[src/design/assert_macros.svh]
// Assertion macros shared by the SGR parser modules.
`ifndef ASSERT_MACROS_SVH
`define ASSERT_MACROS_SVH

// Property holds at every clock edge outside reset.
`define SGRP_ASSERT(lbl, clk_s, rstn_s, prop, msg) \
	lbl: assert property (@(posedge clk_s) disable iff (!rstn_s) (prop)) \
		else $error(msg);

// Consequent holds in the cycle after the antecedent.
`define SGRP_ASSERT_NEXT(lbl, clk_s, rstn_s, ante, cons, msg) \
	lbl: assert property (@(posedge clk_s) disable iff (!rstn_s) (ante) |=> (cons)) \
		else $error(msg);

`endif

[src/design/sgrp_pkg.sv]
// Package: shared types, codes and the SGR code decoder for the parser.
`timescale 1ns / 1ps

package sgrp_pkg;

	localparam int MAX_SEQ_DEF = 32;

	// Byte values of the escape syntax
	localparam logic [7:0] CH_ESC     = 8'h1B;
	localparam logic [7:0] CH_BRACKET = 8'h5B;
	localparam logic [7:0] CH_SEMI    = 8'h3B;
	localparam logic [7:0] CH_M       = 8'h6D;
	localparam logic [7:0] CH_ZERO    = 8'h30;
	localparam logic [7:0] CH_NINE    = 8'h39;

	// SGR parameter codes
	localparam logic [7:0] SGR_RESET      = 8'd0;
	localparam logic [7:0] SGR_BOLD_ON    = 8'd1;
	localparam logic [7:0] SGR_ITALIC_ON  = 8'd3;
	localparam logic [7:0] SGR_UL_ON      = 8'd4;
	localparam logic [7:0] SGR_BOLD_OFF   = 8'd22;
	localparam logic [7:0] SGR_ITALIC_OFF = 8'd23;
	localparam logic [7:0] SGR_UL_OFF     = 8'd24;
	localparam logic [7:0] SGR_FG_BLACK   = 8'd30;
	localparam logic [7:0] SGR_FG_RED     = 8'd31;
	localparam logic [7:0] SGR_FG_GREEN   = 8'd32;
	localparam logic [7:0] SGR_FG_YELLOW  = 8'd33;
	localparam logic [7:0] SGR_FG_BLUE    = 8'd34;
	localparam logic [7:0] SGR_FG_MAGENTA = 8'd35;
	localparam logic [7:0] SGR_FG_CYAN    = 8'd36;
	localparam logic [7:0] SGR_FG_WHITE   = 8'd37;
	localparam logic [7:0] SGR_FG_DEFAULT = 8'd39;
	localparam logic [7:0] SGR_FG_BRIGHT  = 8'd90;

	// Color index values
	localparam logic [3:0] COL_BLACK     = 4'd1;
	localparam logic [3:0] COL_GRAY80    = 4'd2;
	localparam logic [3:0] COL_GRAY50    = 4'd3;
	localparam logic [3:0] COL_DARKRED   = 4'd4;
	localparam logic [3:0] COL_DARKGREEN = 4'd5;
	localparam logic [3:0] COL_BROWN     = 4'd6;
	localparam logic [3:0] COL_BLUE      = 4'd7;
	localparam logic [3:0] COL_MAGENTA   = 4'd8;
	localparam logic [3:0] COL_LIGHTBLUE = 4'd9;

	typedef enum logic [2:0] {
		P_IDLE,
		P_ESC,
		P_BRACKET,
		P_DIGITS,
		P_SEMI
	} parse_state_t;

	typedef enum logic [1:0] {
		SQ_IDLE,
		SQ_RD,
		SQ_OUT,
		SQ_BYTE
	} seq_state_t;

	// Controller -> datapath
	typedef struct packed {
		logic accept;
		logic store;
		logic start_seq;
		logic param_set;
		logic param_acc;
		logic param_clr;
		logic apply;
		logic shadow_base;
		logic commit;
		logic clear;
		logic flush_start;
		logic rd_en;
		logic ridx_inc;
		logic load_byte;
		logic load_flush;
		logic last;
	} sgrp_cmd_t;

	// Datapath -> controller
	typedef struct packed {
		logic is_esc;
		logic is_bracket;
		logic is_digit;
		logic is_semi;
		logic is_m;
		logic sot;
		logic eot;
		logic full;
		logic cnt_nz;
		logic out_free;
		logic flush_last;
	} sgrp_stat_t;

	// style: [2:0] bold/italic/underline, [6:3] color index
	function automatic logic [6:0] apply_code(logic [6:0] s, logic [7:0] code,
			logic [2:0] base);
		logic [6:0] r;
		r = s;
		case (code)
			SGR_RESET:      r = {4'd0, base};
			SGR_BOLD_ON:    r = s | 7'b0000001;
			SGR_BOLD_OFF:   r = s & 7'b1111110;
			SGR_ITALIC_ON:  r = s | 7'b0000010;
			SGR_ITALIC_OFF: r = s & 7'b1111101;
			SGR_UL_ON:      r = s | 7'b0000100;
			SGR_UL_OFF:     r = s & 7'b1111011;
			SGR_FG_BLACK,
			SGR_FG_DEFAULT: r = {COL_BLACK, s[2:0]};
			SGR_FG_WHITE:   r = {COL_GRAY80, s[2:0]};
			SGR_FG_BRIGHT:  r = {COL_GRAY50, s[2:0]};
			SGR_FG_RED:     r = {COL_DARKRED, s[2:0]};
			SGR_FG_GREEN:   r = {COL_DARKGREEN, s[2:0]};
			SGR_FG_YELLOW:  r = {COL_BROWN, s[2:0]};
			SGR_FG_BLUE:    r = {COL_BLUE, s[2:0]};
			SGR_FG_MAGENTA: r = {COL_MAGENTA, s[2:0]};
			SGR_FG_CYAN:    r = {COL_LIGHTBLUE, s[2:0]};
			default:        r = s;
		endcase
		return r;
	endfunction

endpackage

[src/design/sgrp_dp.sv]
// Datapath: pending byte buffer, parameter and style registers, output register.
`timescale 1ns / 1ps
`include "assert_macros.svh"

module sgrp_dp #(
	parameter int MAX_SEQ = sgrp_pkg::MAX_SEQ_DEF
) (
	input  logic                clk,
	input  logic                arst_n,
	input  logic [7:0]          s_axis_tdata,
	input  logic                s_axis_tuser,
	input  logic                s_axis_tlast,
	output logic                m_axis_tvalid,
	input  logic                m_axis_tready,
	output logic [15:0]         m_axis_tdata,
	output logic                m_axis_tlast,
	input  logic                cfg_we,
	input  logic [2:0]          cfg_wdata,
	input  sgrp_pkg::sgrp_cmd_t cmd,
	output sgrp_pkg::sgrp_stat_t st
);
	import sgrp_pkg::*;

	localparam int CNT_W = $clog2(MAX_SEQ + 1);
	localparam int IDX_W = $clog2(MAX_SEQ);

	logic [7:0]       mem [MAX_SEQ];
	logic [7:0]       rdata_q;
	logic [CNT_W-1:0] pcount_q;
	logic [CNT_W-1:0] flen_q;
	logic [IDX_W-1:0] ridx_q;
	logic [7:0]       param_q;
	logic [6:0]       committed_q;
	logic [6:0]       shadow_q;
	logic             seen_q;
	logic [2:0]       default_q;
	logic [7:0]       byte_q;
	logic             out_valid_q;
	logic [15:0]      out_data_q;
	logic             out_last_q;

	logic [7:0]       in_b;
	logic [3:0]       digit;
	logic [CNT_W-1:0] pcount_eff;
	logic [6:0]       base;
	logic [6:0]       committed_eff;
	logic             seen_eff;
	logic [6:0]       shadow_nx;
	logic [11:0]      acc;
	logic [IDX_W-1:0] waddr;

	assign in_b          = s_axis_tdata;
	assign digit         = 4'(in_b - CH_ZERO);
	assign base          = {4'd0, default_q};
	// start of text clears the pending sequence and style before the byte
	assign pcount_eff    = s_axis_tuser ? '0 : pcount_q;
	assign committed_eff = s_axis_tuser ? base : committed_q;
	assign seen_eff      = s_axis_tuser ? 1'b0 : seen_q;
	assign acc           = 12'(param_q) * 12'd10 + 12'(digit);
	assign waddr         = cmd.store ? pcount_eff[IDX_W-1:0] : '0;

	always_comb begin
		if (cmd.shadow_base) begin
			shadow_nx = base;
		end else if (cmd.apply) begin
			shadow_nx = apply_code(shadow_q, param_q, default_q);
		end else begin
			shadow_nx = shadow_q;
		end
	end

	always_comb begin
		st.is_esc     = (in_b == CH_ESC);
		st.is_bracket = (in_b == CH_BRACKET);
		st.is_digit   = (in_b >= CH_ZERO) && (in_b <= CH_NINE);
		st.is_semi    = (in_b == CH_SEMI);
		st.is_m       = (in_b == CH_M);
		st.sot        = s_axis_tuser;
		st.eot        = s_axis_tlast;
		st.full       = (pcount_eff == CNT_W'(MAX_SEQ));
		st.cnt_nz     = (pcount_eff != '0);
		st.out_free   = !out_valid_q || m_axis_tready;
		st.flush_last = (CNT_W'(ridx_q) + CNT_W'(1)) == flen_q;
	end

	// pending byte buffer
	always_ff @(posedge clk) begin
		if (cmd.accept && (cmd.store || cmd.start_seq)) begin
			mem[waddr] <= in_b;
		end
		if (cmd.rd_en) begin
			rdata_q <= mem[ridx_q];
		end
	end

	always_ff @(posedge clk or negedge arst_n) begin
		if (!arst_n) begin
			default_q   <= '0;
			pcount_q    <= '0;
			param_q     <= '0;
			committed_q <= '0;
			shadow_q    <= '0;
			seen_q      <= 1'b0;
			flen_q      <= '0;
			ridx_q      <= '0;
			out_valid_q <= 1'b0;
		end else begin
			if (cfg_we) begin
				default_q <= cfg_wdata;
			end
			if (cmd.accept) begin
				pcount_q <= pcount_eff;
				if (cmd.clear) begin
					pcount_q <= '0;
				end else if (cmd.start_seq) begin
					pcount_q <= CNT_W'(1);
				end else if (cmd.store) begin
					pcount_q <= pcount_eff + CNT_W'(1);
				end

				if (cmd.clear || cmd.start_seq || cmd.param_clr) begin
					param_q <= '0;
				end else if (cmd.param_set) begin
					param_q <= 8'(digit);
				end else if (cmd.param_acc) begin
					param_q <= (acc > 12'd255) ? 8'd255 : acc[7:0];
				end

				if (s_axis_tuser) begin
					committed_q <= base;
					shadow_q    <= base;
					seen_q      <= 1'b0;
				end
				if (cmd.start_seq) begin
					shadow_q <= committed_eff;
				end else if (cmd.shadow_base || cmd.apply) begin
					shadow_q <= shadow_nx;
				end
				if (cmd.commit) begin
					committed_q <= shadow_nx;
					seen_q      <= 1'b1;
				end
			end
			if (cmd.flush_start) begin
				flen_q <= pcount_eff;
				ridx_q <= '0;
			end else if (cmd.ridx_inc) begin
				ridx_q <= ridx_q + IDX_W'(1);
			end
			if (cmd.load_byte || cmd.load_flush) begin
				out_valid_q <= 1'b1;
			end else if (m_axis_tready) begin
				out_valid_q <= 1'b0;
			end
		end
	end

	// output payload; style is fixed for all items of one input
	always_ff @(posedge clk) begin
		if (cmd.accept) begin
			byte_q <= in_b;
		end
		if (cmd.load_byte || cmd.load_flush) begin
			out_last_q <= cmd.last;
			if (cmd.accept) begin
				out_data_q <= {seen_eff, committed_eff, in_b};
			end else if (cmd.load_flush) begin
				out_data_q <= {seen_q, committed_q, rdata_q};
			end else begin
				out_data_q <= {seen_q, committed_q, byte_q};
			end
		end
	end

	assign m_axis_tvalid = out_valid_q;
	assign m_axis_tdata  = out_data_q;
	assign m_axis_tlast  = out_last_q;

	`SGRP_ASSERT(a_cnt_range, clk, arst_n, pcount_q <= CNT_W'(MAX_SEQ), "pending count overflow")
	`SGRP_ASSERT_NEXT(a_commit_clr, clk, arst_n, cmd.accept && cmd.commit, pcount_q == '0 && param_q == '0, "commit left sequence state")

endmodule

[src/design/sgrp_ctrl.sv]
// Controller: escape sequence parser state and flush sequencer.
`timescale 1ns / 1ps
`include "assert_macros.svh"

module sgrp_ctrl (
	input  logic                 clk,
	input  logic                 arst_n,
	input  logic                 s_axis_tvalid,
	output logic                 s_axis_tready,
	input  sgrp_pkg::sgrp_stat_t st,
	output sgrp_pkg::sgrp_cmd_t  cmd
);
	import sgrp_pkg::*;

	parse_state_t parse_q, parse_d, ps_e, nps;
	seq_state_t   sq_q, sq_d;
	logic         epend_q, epend_d;
	logic         flush, emit, brk, dump, overflow;

	always_ff @(posedge clk or negedge arst_n) begin
		if (!arst_n) begin
			parse_q <= P_IDLE;
			sq_q    <= SQ_IDLE;
			epend_q <= 1'b0;
		end else begin
			parse_q <= parse_d;
			sq_q    <= sq_d;
			epend_q <= epend_d;
		end
	end

	always_comb begin
		cmd           = '0;
		s_axis_tready = 1'b0;
		parse_d       = parse_q;
		sq_d          = sq_q;
		epend_d       = epend_q;
		ps_e          = st.sot ? P_IDLE : parse_q;
		nps           = ps_e;
		flush         = 1'b0;
		emit          = 1'b0;
		brk           = 1'b0;
		dump          = 1'b0;
		overflow      = 1'b0;
		case (sq_q)
			SQ_IDLE: begin
				s_axis_tready = st.out_free;
				if (s_axis_tvalid && st.out_free) begin
					cmd.accept = 1'b1;
					case (ps_e)
						P_IDLE: begin
							if (st.is_esc) begin
								cmd.start_seq = 1'b1;
								nps = P_ESC;
							end else begin
								emit = 1'b1;
							end
						end
						P_ESC: begin
							if (st.is_bracket) begin
								if (st.full) begin
									overflow = 1'b1;
								end else begin
									cmd.store = 1'b1;
									nps = P_BRACKET;
								end
							end else begin
								brk = 1'b1;
							end
						end
						P_BRACKET, P_SEMI: begin
							if (st.is_digit) begin
								if (st.full) begin
									overflow = 1'b1;
								end else begin
									cmd.store     = 1'b1;
									cmd.param_set = 1'b1;
									nps = P_DIGITS;
								end
							end else if (st.is_m && ps_e == P_BRACKET) begin
								// empty parameter list acts as a reset
								cmd.shadow_base = 1'b1;
								cmd.commit      = 1'b1;
								nps = P_IDLE;
							end else begin
								brk = 1'b1;
							end
						end
						P_DIGITS: begin
							if (st.is_digit) begin
								if (st.full) begin
									overflow = 1'b1;
								end else begin
									cmd.store     = 1'b1;
									cmd.param_acc = 1'b1;
								end
							end else if (st.is_semi) begin
								if (st.full) begin
									overflow = 1'b1;
								end else begin
									cmd.store     = 1'b1;
									cmd.apply     = 1'b1;
									cmd.param_clr = 1'b1;
									nps = P_SEMI;
								end
							end else if (st.is_m) begin
								cmd.apply  = 1'b1;
								cmd.commit = 1'b1;
								nps = P_IDLE;
							end else begin
								brk = 1'b1;
							end
						end
						default: begin
							nps = P_IDLE;
						end
					endcase

					if (brk) begin
						flush = 1'b1;
						if (st.is_esc) begin
							cmd.start_seq = 1'b1;
							nps = P_ESC;
						end else begin
							emit = 1'b1;
							nps = P_IDLE;
						end
					end
					// overflow, or end of text on an open sequence: pending bytes, then this byte
					dump = overflow || (st.eot && nps != P_IDLE);
					if (dump) begin
						flush          = 1'b1;
						emit           = 1'b1;
						cmd.store      = 1'b0;
						cmd.start_seq  = 1'b0;
						nps = P_IDLE;
					end
					cmd.clear = (nps == P_IDLE);
					parse_d   = nps;

					if (flush && st.cnt_nz) begin
						cmd.flush_start = 1'b1;
						epend_d = emit;
						sq_d    = SQ_RD;
					end else if (emit) begin
						cmd.load_byte = 1'b1;
						cmd.last      = 1'b1;
					end
				end
			end
			SQ_RD: begin
				cmd.rd_en = 1'b1;
				sq_d      = SQ_OUT;
			end
			SQ_OUT: begin
				if (st.out_free) begin
					cmd.load_flush = 1'b1;
					cmd.last       = st.flush_last && !epend_q;
					if (st.flush_last) begin
						sq_d = epend_q ? SQ_BYTE : SQ_IDLE;
					end else begin
						cmd.ridx_inc = 1'b1;
						sq_d = SQ_RD;
					end
				end
			end
			SQ_BYTE: begin
				if (st.out_free) begin
					cmd.load_byte = 1'b1;
					cmd.last      = 1'b1;
					epend_d       = 1'b0;
					sq_d          = SQ_IDLE;
				end
			end
			default: begin
				sq_d = SQ_IDLE;
			end
		endcase
	end

	// a flush follows a break, an overflow or end of text, so the parser sits idle or on a fresh ESC
	`SGRP_ASSERT(a_flush_parse, clk, arst_n, sq_q == SQ_IDLE || parse_q == P_IDLE || parse_q == P_ESC, "parser advanced during flush")
	`SGRP_ASSERT(a_byte_pend, clk, arst_n, sq_q != SQ_BYTE || epend_q, "trailing byte state without pending byte")

endmodule

[src/design/sgr_escape_style_parser.sv]
// Top level: SGR escape sequence parser with style tracking.
`timescale 1ns / 1ps

// Strips ESC [ n;n;... m sequences from a byte stream and tags every other byte
// with its style (bold, italic, underline, color index). Plain text moves one
// item per cycle unless the output stalls. A sequence that breaks off, overflows
// the MAX_SEQ-byte pending buffer or is cut by end of text is replayed as text:
// each buffered byte is read from the single-port buffer into a data register
// and then output, then the flush-causing byte unless it opens a sequence; no
// input is taken during that replay. A completed sequence emits nothing and
// applies its codes in order on the final m. Input tuser = start of text, input
// tlast = end of text; output tlast marks the last item caused by one input item.
module sgr_escape_style_parser #(
	parameter int MAX_SEQ = sgrp_pkg::MAX_SEQ_DEF
) (
	input  logic        clk,
	input  logic        arst_n,
	input  logic        s_axis_tvalid,
	output logic        s_axis_tready,
	input  logic [7:0]  s_axis_tdata,  // [7:0] data_byte
	input  logic        s_axis_tuser,  // start_of_text
	input  logic        s_axis_tlast,  // end_of_text
	output logic        m_axis_tvalid,
	input  logic        m_axis_tready,
	// [7:0] out_byte, [8] is_bold, [9] is_italic, [10] is_underlined,
	// [14:11] color_index, [15] formatting_seen
	output logic [15:0] m_axis_tdata,
	output logic        m_axis_tlast,  // last_of_run
	input  logic        cfg_we,
	input  logic [2:0]  cfg_wdata      // default_style
);
	import sgrp_pkg::*;

	sgrp_cmd_t  cmd;
	sgrp_stat_t st;

	sgrp_ctrl u_ctrl (
		.clk           (clk),
		.arst_n        (arst_n),
		.s_axis_tvalid (s_axis_tvalid),
		.s_axis_tready (s_axis_tready),
		.st            (st),
		.cmd           (cmd)
	);

	sgrp_dp #(
		.MAX_SEQ (MAX_SEQ)
	) u_dp (
		.clk           (clk),
		.arst_n        (arst_n),
		.s_axis_tdata  (s_axis_tdata),
		.s_axis_tuser  (s_axis_tuser),
		.s_axis_tlast  (s_axis_tlast),
		.m_axis_tvalid (m_axis_tvalid),
		.m_axis_tready (m_axis_tready),
		.m_axis_tdata  (m_axis_tdata),
		.m_axis_tlast  (m_axis_tlast),
		.cfg_we        (cfg_we),
		.cfg_wdata     (cfg_wdata),
		.cmd           (cmd),
		.st            (st)
	);

endmodule

[config.mk]
export PLATFORM = sky130hd
export DESIGN_NAME = sgr_escape_style_parser
export DESIGN_NICKNAME = d
export VERILOG_FILES = /design/src/design/sgrp_pkg.sv /design/src/design/sgrp_dp.sv /design/src/design/sgrp_ctrl.sv /design/src/design/sgr_escape_style_parser.sv
export VERILOG_INCLUDE_DIRS = /design/src /design/src/design
export SDC_FILE = /design/constraint.sdc
export NUM_CORES = 1
export LEC_CHECK = 0
export ABC_AREA = 1
export BUFFER_PORTS_ARGS = -buffer_cell sky130_fd_sc_hd__buf_2
export CAP_MARGIN = 15
export CORE_MARGIN = 1.5
export CORE_UTILIZATION = 55
export CTS_BUF_LIST = sky130_fd_sc_hd__clkbuf_4 sky130_fd_sc_hd__clkbuf_8 sky130_fd_sc_hd__clkbuf_16
export DETAILED_ROUTE_END_ITERATION = 10
export PLACE_DENSITY = 0.71
export SYNTH_ARGS = -nofsm -noshare
export SYNTH_HDL_FRONTEND = slang
export SYNTH_HIERARCHICAL = 1
export SYNTH_SLANG_ARGS = --single-unit
[constraint.sdc]
create_clock -name clk -period 6.5 [get_ports clk]
set_input_delay 0 -clock clk [delete_from_list [all_inputs] [get_ports clk]]
set_output_delay 0 -clock clk [all_outputs]
set_load 0.02 [all_outputs]
## Word level (Yosys, flattened, before mapping)

Memory sizes are Yosys's and may differ from the RTL's. A register that Yosys moved wholly into a read port is not among the register bits.
Index checks and enable logic that the tools add are counted.

- Add/sub/neg operators: 5
- Multipliers: 1
- Order comparisons: 3
- Equal/unequal tests: 33
- Multiplexer cells: 125
- Reduce and logical (&&, ||, !) cells: 34

Operators with widths:

| kind | number |
|---|---|
| 7-bit case mux with 16 select lines | 1 |
| 8-bit by 6-bit equality test with 1-bit output (second input constant) | 8 |
| 1-bit two-way mux | 63 |
| 3-bit two-way mux | 18 |
| 7-bit two-way mux | 7 |
| 8-bit by 5-bit equality test with 1-bit output (second input constant) | 6 |
| 8-bit two-way mux | 5 |
| 8-bit by 7-bit equality test with 1-bit output (second input constant) | 3 |
| 2-bit two-way mux | 12 |
| 6-bit two-way mux | 4 |
| 11-bit two-way mux | 2 |
| 16-bit two-way mux | 1 |
| 5-bit two-way mux | 3 |
| 12-bit by 4-bit adder with 12-bit output | 1 |
| 12-bit by 8-bit greater-than comparator with 1-bit output (second input constant) | 1 |
| 1-bit case mux with 3 select lines | 4 |
| 3-bit case mux with 4 select lines | 1 |
| 8-bit by 3-bit multiplier with 11-bit output (second input constant) | 1 |
| 3-bit nonzero test | 3 |
| 8-bit by 1-bit equality test with 1-bit output (second input constant) | 1 |
| 8-bit by 2-bit equality test with 1-bit output (second input constant) | 1 |
| 8-bit by 3-bit equality test with 1-bit output (second input constant) | 1 |
| 8-bit by 6-bit >= comparator with 1-bit output (second input constant) | 1 |
| 8-bit by 6-bit <= comparator with 1-bit output (second input constant) | 1 |
| other kinds (25) | 52 |

- Bits in registers: 75
- Bits in writable memories: 256
- Input port bits: 18
- Output and inout port bits: 19
- Word-level logic and storage cells: 217
- Memories kept: 1

Memory list:

| memory | words | width | read ports | clocked after Yosys merged registers in | write ports | line | text |
|---|---|---|---|---|---|---|---|
| u_dp.mem | 32 | 8 | 1 | 1 | 1 | sgrp_dp.sv:27 | `logic [7:0] mem [MAX_SEQ];` |

## Longest topological paths before layout

Gate-level depths: netlist of run 1.

- Depth in word-level cells: 25
- Mapped depth: 29
- Mapped depth without buffers: 28

## Cells and area by module

Netlist of run 1, hierarchy kept.

Modules (own cells, without submodules):

| module | instances | cells each | area an instance (um2) |
|---|---|---|---|
| sgrp_dp | 1 | 1307 | 14634.0 |
| sgrp_ctrl | 1 | 153 | 885.8 |

## Worst setup path after synthesis of run 1

No wires, ideal clock.

- Path kind: in2reg
- From: input port s_axis_tuser
- To: memory u_dp.mem[18][0], enable pin
- Arrival time: 3.381 ns
- Data required time: 6.130 ns
- Setup slack: 2.749 ns
- Cell stages on the path: 23
- Path buffers: 2
- Path through: buf_2 > buf_1 > nor2_1 > inv_1 > ha_1 > nand3_1 > nor3_1 > inv_1 > nand2_1 > nand2_1 > inv_1 > nor2_1 > nand2_1 > nand2_1 > o21bai_1 > nand2_2 > a21boi_4 > nand3_1 > nor3_1 > inv_1 > a21oi_1 > nand3_1 > nor2_1

RTL lines:

| item | line | text |
|---|---|---|
| start, declared | sgr_escape_style_parser.sv:21 | `input logic s_axis_tuser,` |
| end, declared | sgrp_dp.sv:27 |  |

==> impl_results.md, run 1 <==
* Fmax at 200 MHz
* H-tree levels at 2
* HPWL after detailed placement at 25700 um
* Synth top area cells: edfxtp_1, dfrtp_1, nor2_1, o21ai_0, nand2_1
* Worst vdd ir at 409 uV
* Initial DRC Count at 1390
* Netlist cell types at 46
* Routed WL per cell at 21.3 um
* CTS Sinks at 339
* Syn avg cell area at 10.6 sq um
* Multi-input logic area at 0.00495 sq mm
* Setup TNS at 0 ns
* WS Path Type: reg2reg
* Die Wd at 171 um
* Hold slack final at 0.0903 ns
* Global-route wire length before repair at 62000 um
* GRT Total Usage at 28.3%
* Fin cells at 1904
* Register bit total from synthesis at 339
* Max incr delay on CP at 0.80 ns
* Post-synth EDFFs at 289
* Share of layout cells above drive strength 1 at 11.5%
* Pin count of the biggest net entering global routing at 83
* Total gr overflow at 0
* Nets at 1544
* Family with the most delay on the worst path: simple AND/OR/NAND/NOR gates
* Critical Path RT at 6.63 ns
* Leading area contributor after synthesis: edfxtp_1
* Synthesized cell area at 0.0155 sq mm
* CP Max Fanout at 8
* Final Wtd Congestion at 0.925
* Min-delay worst type: in2reg
* # diodes at 0
* Synth top cells by count: edfxtp_1, nor2_1, nand2_1
* PnR worst setup slack at 1.51 ns
* Post-Syn Nets at 1503
* Normalized max-slew margin at 26.1%
* Inst Count DP at 1828
* Unrepaired setup endpoints after global routing: no
* First-pass DRT Iterations at 5
* Clock Tree Buf Depth at 3
* Die Area at 0.0292 sq mm
* Post-synth top area share at 55.9%
* Leak at 6.35 nW
* Die Height at 171 um
* Final instance area at 0.0174 sq mm
* Hold Fails Final Rpt at 0
* Final wirelength at 40600 um
* WP buf/inv at 5
* Worst slack, placed at 1.72 ns
* Clock-pin slew on the worst setup and hold paths at 0.06 ns
* # setup viols final at 0
* Io pins at 37
* CP Cell Sequence: inv_1, nor2_1, inv_1, ha_1, nand3_1, nor3_1, inv_1, nand2_1, nand2_1, inv_1, nand3_1, o21ai_0, o21bai_1, nand2_2, a21boi_4, nand3_1, nand2_1, nand2_1, nor2_2, inv_1, a21oi_1, nand3_1, nor2_1
* Sequential-to-total area share from yosys stat at 64.0%
* Crit path DAT at 5.12 ns
* Fillers at 2222
* Sequential Area at 0.00993 sq mm
* # DRC at 0
* CP max-delay cell: nor2_1
* Synth Instances at 1460
* Max-capacitance violation count at 0
* Row count at 61
* Vias per cell at 6.07
* Min Tclk post-route at 4.99 ns
* Worst-Skew Late Latency at 0.52 ns
* Vias in the first global route at 10900
* Crit share post-route at 76.8%
* Initial Utilization at 55.9%
* Status: finished, final reports clean
* Synthesis Warnings at 6
* Clock Skew at 0.0227 ns
* Root Driver: clkbuf_16
* TritonCTS buffer count at 35
* Via Count at 11500
* Critical Path Start Type: flop
* CP endpoint kind: flop
* Most common cell in the synthesized netlist: edfxtp_1
* Post-synth ARST share at 14.7%
* Final ANT Viol Nets at 0
* PwrDens at 425 mW/mm^2
* Placed inst area at 0.0161 sq mm
* Port-buffer cells at 36
* Worst-margin pin slew at 1.11 ns
* Synth Flop Type: edfxtp_1
* Initial antenna violation count at 0
* CTS tree: built
* Most used cell, CP: inv_1
* Fin. max-slew vios at 0
* Post-CTS setup repair buffer count at 0
* Core footprint at 0.0278 sq mm
* Layout area overhead at 12.0%
==> area by class of cell <==
cell class | count | share of cell area, %
Tap cell | 378 | 2.72
Clock inverter | 18 | 1.12
Multi-Input combinational cell | 956 | 28.5
Clock buffer | 44 | 5.63
Inverter | 98 | 2.14
Sequential cell | 339 | 57.2
Timing Repair Buffer | 71 | 2.75
==> cells by family (layout without fill, tap and decap cells) <==
logic type	count (synthesis)	after routing	synth area share, %
simple gates	579	579	15.9
flops	339	339	64.0
compound gates	336	336	13.0
buf+inv	165	231	4.15
fa+ha+maj	25	25	2.11
xor+xnor	16	16	0.903
==> worst register-to-register path, delay by kind of cell, from the launching register on <==
kind,cells,cell delay [ns]
flops,1,0.32
fa+ha+maj,1,0.20
buf+inv,5,0.50
compound gates,4,0.95
simple gates,13,2.64
==> state kept, by name (all words and copies together), names as in the netlist, 7 cells and up <==
signal,count
u_dp/mem,256
u_dp/m_axis_tdata,16
u_dp/byte_q,8
u_dp/param_q,8
u_dp/rdata_q,8
u_dp/committed_q,7
u_dp/shadow_q,7
==> placed cells by master (no fill, tap or decap), drive strengths merged, types with 40 or more instances in the layout <==
| master | count |
|---|---|
| a21oi | 40 |
| buf | 57 |
| clkbuf | 44 |
| dfrtp | 50 |
| edfxtp | 289 |
| inv | 93 |
| nand2 | 208 |
| nand3 | 79 |
| nor2 | 264 |
| o21ai | 186 |
| o221ai | 50 |
==> per-layer routing <==
layer / track usage (%) / share of wire, % / wire length (um) / up-vias
li1: - / - / - / 5289
met1: 39.9 / 41 / 16700 / 5557
met2: 45.1 / 46 / 18800 / 605
met3: 4.28 / 9.3 / 3750 / 97
met4: 9.95 / 3.2 / 1300 / 0
met5: 0 / 0 / 0 / -
==> worst paths after layout <==
path,start,to,slack [ns],cells past startpoint
worst max-delay path,u_dp/pcount_q[0],u_dp/mem[4][2],1.51,23
worst min-delay path,s_axis_tdata[6],u_dp/mem[8][6],0.09,2
worst max register to register,u_dp/pcount_q[0],u_dp/mem[4][2],1.51,23
worst min register to register,u_dp/committed_q[6],u_dp/committed_q[6],0.49,2
max in group asynchronous,arst_n,u_dp/ridx_q[0],5.82,3
min in group asynchronous,arst_n,u_dp/m_axis_tvalid,0.15,3
==> where the power goes <==
part / total (mW) / internal, mW / leakage (nW) / switching, mW
Combinational: 2.47 / 0.797 / 2.54 / 1.67
Sequential: 2.89 / 2.63 / 3.24 / 0.254
Clock: 2.03 / 1.23 / 0.574 / 0.807
Total: 7.39 / 4.66 / 6.35 / 2.73
==> stage by stage <==
step	power (mW)	util (%)
after floorplan	4.62	-
after global placement	5.30	57.8
after detailed placement	5.35	57.8
after CTS	7.39	62.6
after global routing	7.79	62.6
final	7.39	62.6
==> what timing repair did <==
item / CTS / global route
resized for setup: 0 / 0
hold buffers: 14 / 0
endpoints found under the hold margin: 60 / 0
Note: power is estimated with default switching activity, not from simulation.
==> inputs of run 2 (changes only) <==
==> constraint.sdc (replaced) <==
create_clock -name clk -period 4.81 [get_ports clk]
set_input_delay 0 -clock clk [delete_from_list [all_inputs] [get_ports clk]]
set_output_delay 0 -clock clk [all_outputs]
set_load 0.02 [all_outputs]
==> run 2 against run 1 <==
  * Worst setup slack worse by 1.2 ns
  * Power up 33%
  * Final area is 0.32% higher
  * Sequential cell count did not move
  * Sequential power is 35% higher
  * Highest routed layer unchanged
==> impl_results.md, run 2 (synthesized netlist as in run 1, its figures left out) <==
* Io pins at 37 (unchanged)
* Initial Utilization at 55.9% (unchanged)
* Leak at 6.34 nW (-0.15%)
* Hold Fails Final Rpt at 0 (unchanged)
* Crit share post-route at 93.8% (+17 points)
* Setup TNS at 0 ns (unchanged)
* Final wirelength at 40300 um (-0.69%)
* PwrDens at 563 mW/mm^2 (+32%)
* # DRC at 0 (unchanged)
* CTS Sinks at 339 (unchanged)
* CP endpoint kind: flop
* Seq pwr share at 39.7% (+0.6 points)
* CP Cell Sequence: inv_1, nor2_1, inv_1, nand3_1, nor3_1, inv_1, nand2_1, nand2_1, inv_1, nor2_1, nand2_1, nand2_1, o21bai_1, nand2_2, a21boi_4, nand3_2, nand2_1, nand2_1, nor2_2, inv_1, a21oi_2, nand3_1, nor2_1
* WS Path Type: reg2reg
* Critical Path Start Type: flop
* Largest reg by FF count: u_dp/mem
* Commonest non-fill, non-tap cell in the layout: edfxtp_1
* CP Max Fanout at 8 (unchanged)
* Worst slack, placed at 0.0719 ns (-1.65 ns)
* Layout area overhead at 12.3%
* Post-CTS setup repair buffer count at 0 (unchanged)
* CTS tree: built
* R2r endpoint: u_dp/mem[4][4]
* HPWL after detailed placement at 25900 um (+0.87%)
* Min Tclk post-route at 4.51 ns (-0.480 ns)
* Worst-Skew Late Latency at 0.52 ns (about the same)
* Global-route wire length before repair at 61900 um (-0.29%)
* Share of layout cells above drive strength 1 at 13.2% (+1.8 points)
* Vias in the first global route at 10900 (-0.11%)
* Normalized max-slew margin at 28.6% (+2.5 points)
* Clock Skew at 0.0229 ns (+0.000205 ns)
* Vias per cell at 5.99 (-1.3%)
* H-tree levels at 2 (unchanged)
* Total gr overflow at 0 (unchanged)
* Critical Path RT at 4.95 ns (-1.68 ns)
* PnR worst setup slack at 0.299 ns (-1.21 ns)
* Crit path DAT at 4.65 ns (-0.47 ns)
* Die Height at 171 um (unchanged)
* Die Wd at 171 um (unchanged)
* Cell depth of the worst setup path at 23 (unchanged)
* Via Count at 11400 (-1.2%)
* CP max-delay cell: nor2_1
* First-pass DRT Iterations at 5 (unchanged)
* TritonCTS buffer count at 35 (unchanged)
* Reg-to-reg critical path startpoint: u_dp/pcount_q[2]
* Max reg flops at 256 (unchanged)
* Root Driver: clkbuf_16
* Switching share of power at 37.5% (+0.52 points)
* # diodes at 0 (unchanged)
* WP buf/inv at 5 (unchanged)
* Row count at 61 (unchanged)
* Status: finished, final reports clean
* Sequential Area at 0.00993 sq mm (unchanged)
* Port-buffer cells at 36 (unchanged)
* Clock Tree Buf Depth at 3 (unchanged)
* Min-delay worst type: in2reg
* Family with the most delay on the worst path: simple AND/OR/NAND/NOR gates
* Worst vdd ir at 436 uV (+6.6%)
* Fmax at 222 MHz (+11%)
* Core footprint at 0.0278 sq mm (unchanged)
* Crit path launch: u_dp/pcount_q[2]
* Die Area at 0.0292 sq mm (unchanged)
* Fin. max-slew vios at 0 (unchanged)
* Comb pwr share at 34.1% (+0.7 points)
* Initial DRC Count at 1747 (+26%)
* Final ANT Viol Nets at 0 (unchanged)
* Worst-margin pin slew at 1.07 ns (-0.0371 ns)
* Max-capacitance violation count at 0 (unchanged)
* Multi-input logic area at 0.00506 sq mm (+2.4%)
* Max incr delay on CP at 0.69 ns (-0.11 ns)
* Nets at 1546 (+0.13%)
* End point of the critical path: u_dp/mem[4][4]
* Internal at 6.13 mW (+32%)
* # setup viols final at 0 (unchanged)
* Most used cell, CP: nand2_1
* Power, Total at 9.81 mW (+33%)
* Fillers at 2211 (-0.50%)
* GRT Total Usage at 28.3% (about the same)
* R2r setup slk at 0.30 ns (-1.21 ns)
* Final Wtd Congestion at 0.908 (-1.8%)
* Clock-pin slew on the worst setup and hold paths at 0.06 ns (about the same)
* Most frequent cells in the layout: edfxtp_1, nor2_1, nand2_1, o21ai_0, inv_1
* Clock power frac at 26.1% (-1.4 points)
* Pin count of the biggest net entering global routing at 81 (-2.4%)
* R2R cell count at 23 (unchanged)
* Routed WL per cell at 21.1 um (-0.79%)
* Psw at 3.68 mW (+35%)
* Initial antenna violation count at 1 (+1)
==> run 2: worst min-delay path by stage <==
| stage | startpoint | endpoint | cells after the start |
|---|---|---|---|
| 4_1_cts | s_axis_tuser | u_dp/seen_q | 4 |
| 5_1_grt | s_axis_tdata[6] | u_dp/m_axis_tdata[6] | 3 |
| 3_5_place_dp | arst_n | u_ctrl/sq_q[0] | 2 |
| 3_3_place_gp | arst_n | u_ctrl/sq_q[0] | 2 |
| 2_1_floorplan | arst_n | u_ctrl/epend_q | 0 |
| 6_report | s_axis_tvalid | u_ctrl/epend_q | 8 |
==> run 2: power by group through the flow <==
stage          Clock, mW  Sequential [mW]  Combinational, mW
3_3_place_gp           0             3.94               3.22
5_1_grt             2.71             3.93               3.72
4_1_cts             2.59             3.89               3.31
3_5_place_dp           0             3.94               3.28
6_report            2.56             3.90               3.35
2_1_floorplan          0             3.85               2.39
==> run 2: what timing repair did <==
item	in CTS	in global routing
hold buffers	16	0
setup endpoints to repair	0	184
gates resized for setup	0	34
endpoints found under the hold margin	73	0
==> run 2: area by class of cell <==
cell class / instances / share of cell area, %
clock buffer: 47 / 5.61
clock inverter: 15 / 0.574
multi-input combinational: 956 / 29.1
sequential: 339 / 57.0
timing repair buffer: 73 / 2.93
tap: 378 / 2.71
inverter: 98 / 2.13
==> run 2: layer usage <==
layer / part of all wire (%) / wire length [um] / global-route usage [%]
met3: 8.0 / 3230 / 3.98
met1: 41 / 16500 / 39.2
met4: 3.3 / 1320 / 10.1
met5: 0 / 0 / 0
met2: 48 / 19200 / 45.9
==> run 2: metrics by stage <==
| stage | cells | hold slack (ns) | util [%] | cell area [sq um] |
|---|---|---|---|---|
| floorplan | 1460 | -0.296 | - | 15500 |
| global placement | 1828 | 0.161 | 57.9 | 16100 |
| detailed placement | 1828 | 0.169 | 57.9 | 16100 |
| CTS | 1906 | 0.112 | 62.3 | 17300 |
| global route | 1906 | 0.115 | 62.7 | 17400 |
| finish | 1906 | 0.130 | 62.7 | 17400 |
==> run 2: tightest hold or removal path, cell delays in order <==
cell	delay [ns]
buf_2	0.08
nand2_1	0.09
inv_1	0.11
o22ai_1	0.07
inv_1	0.06
nand3_1	0.08
nand2_1	0.07
nand2_1	0.04
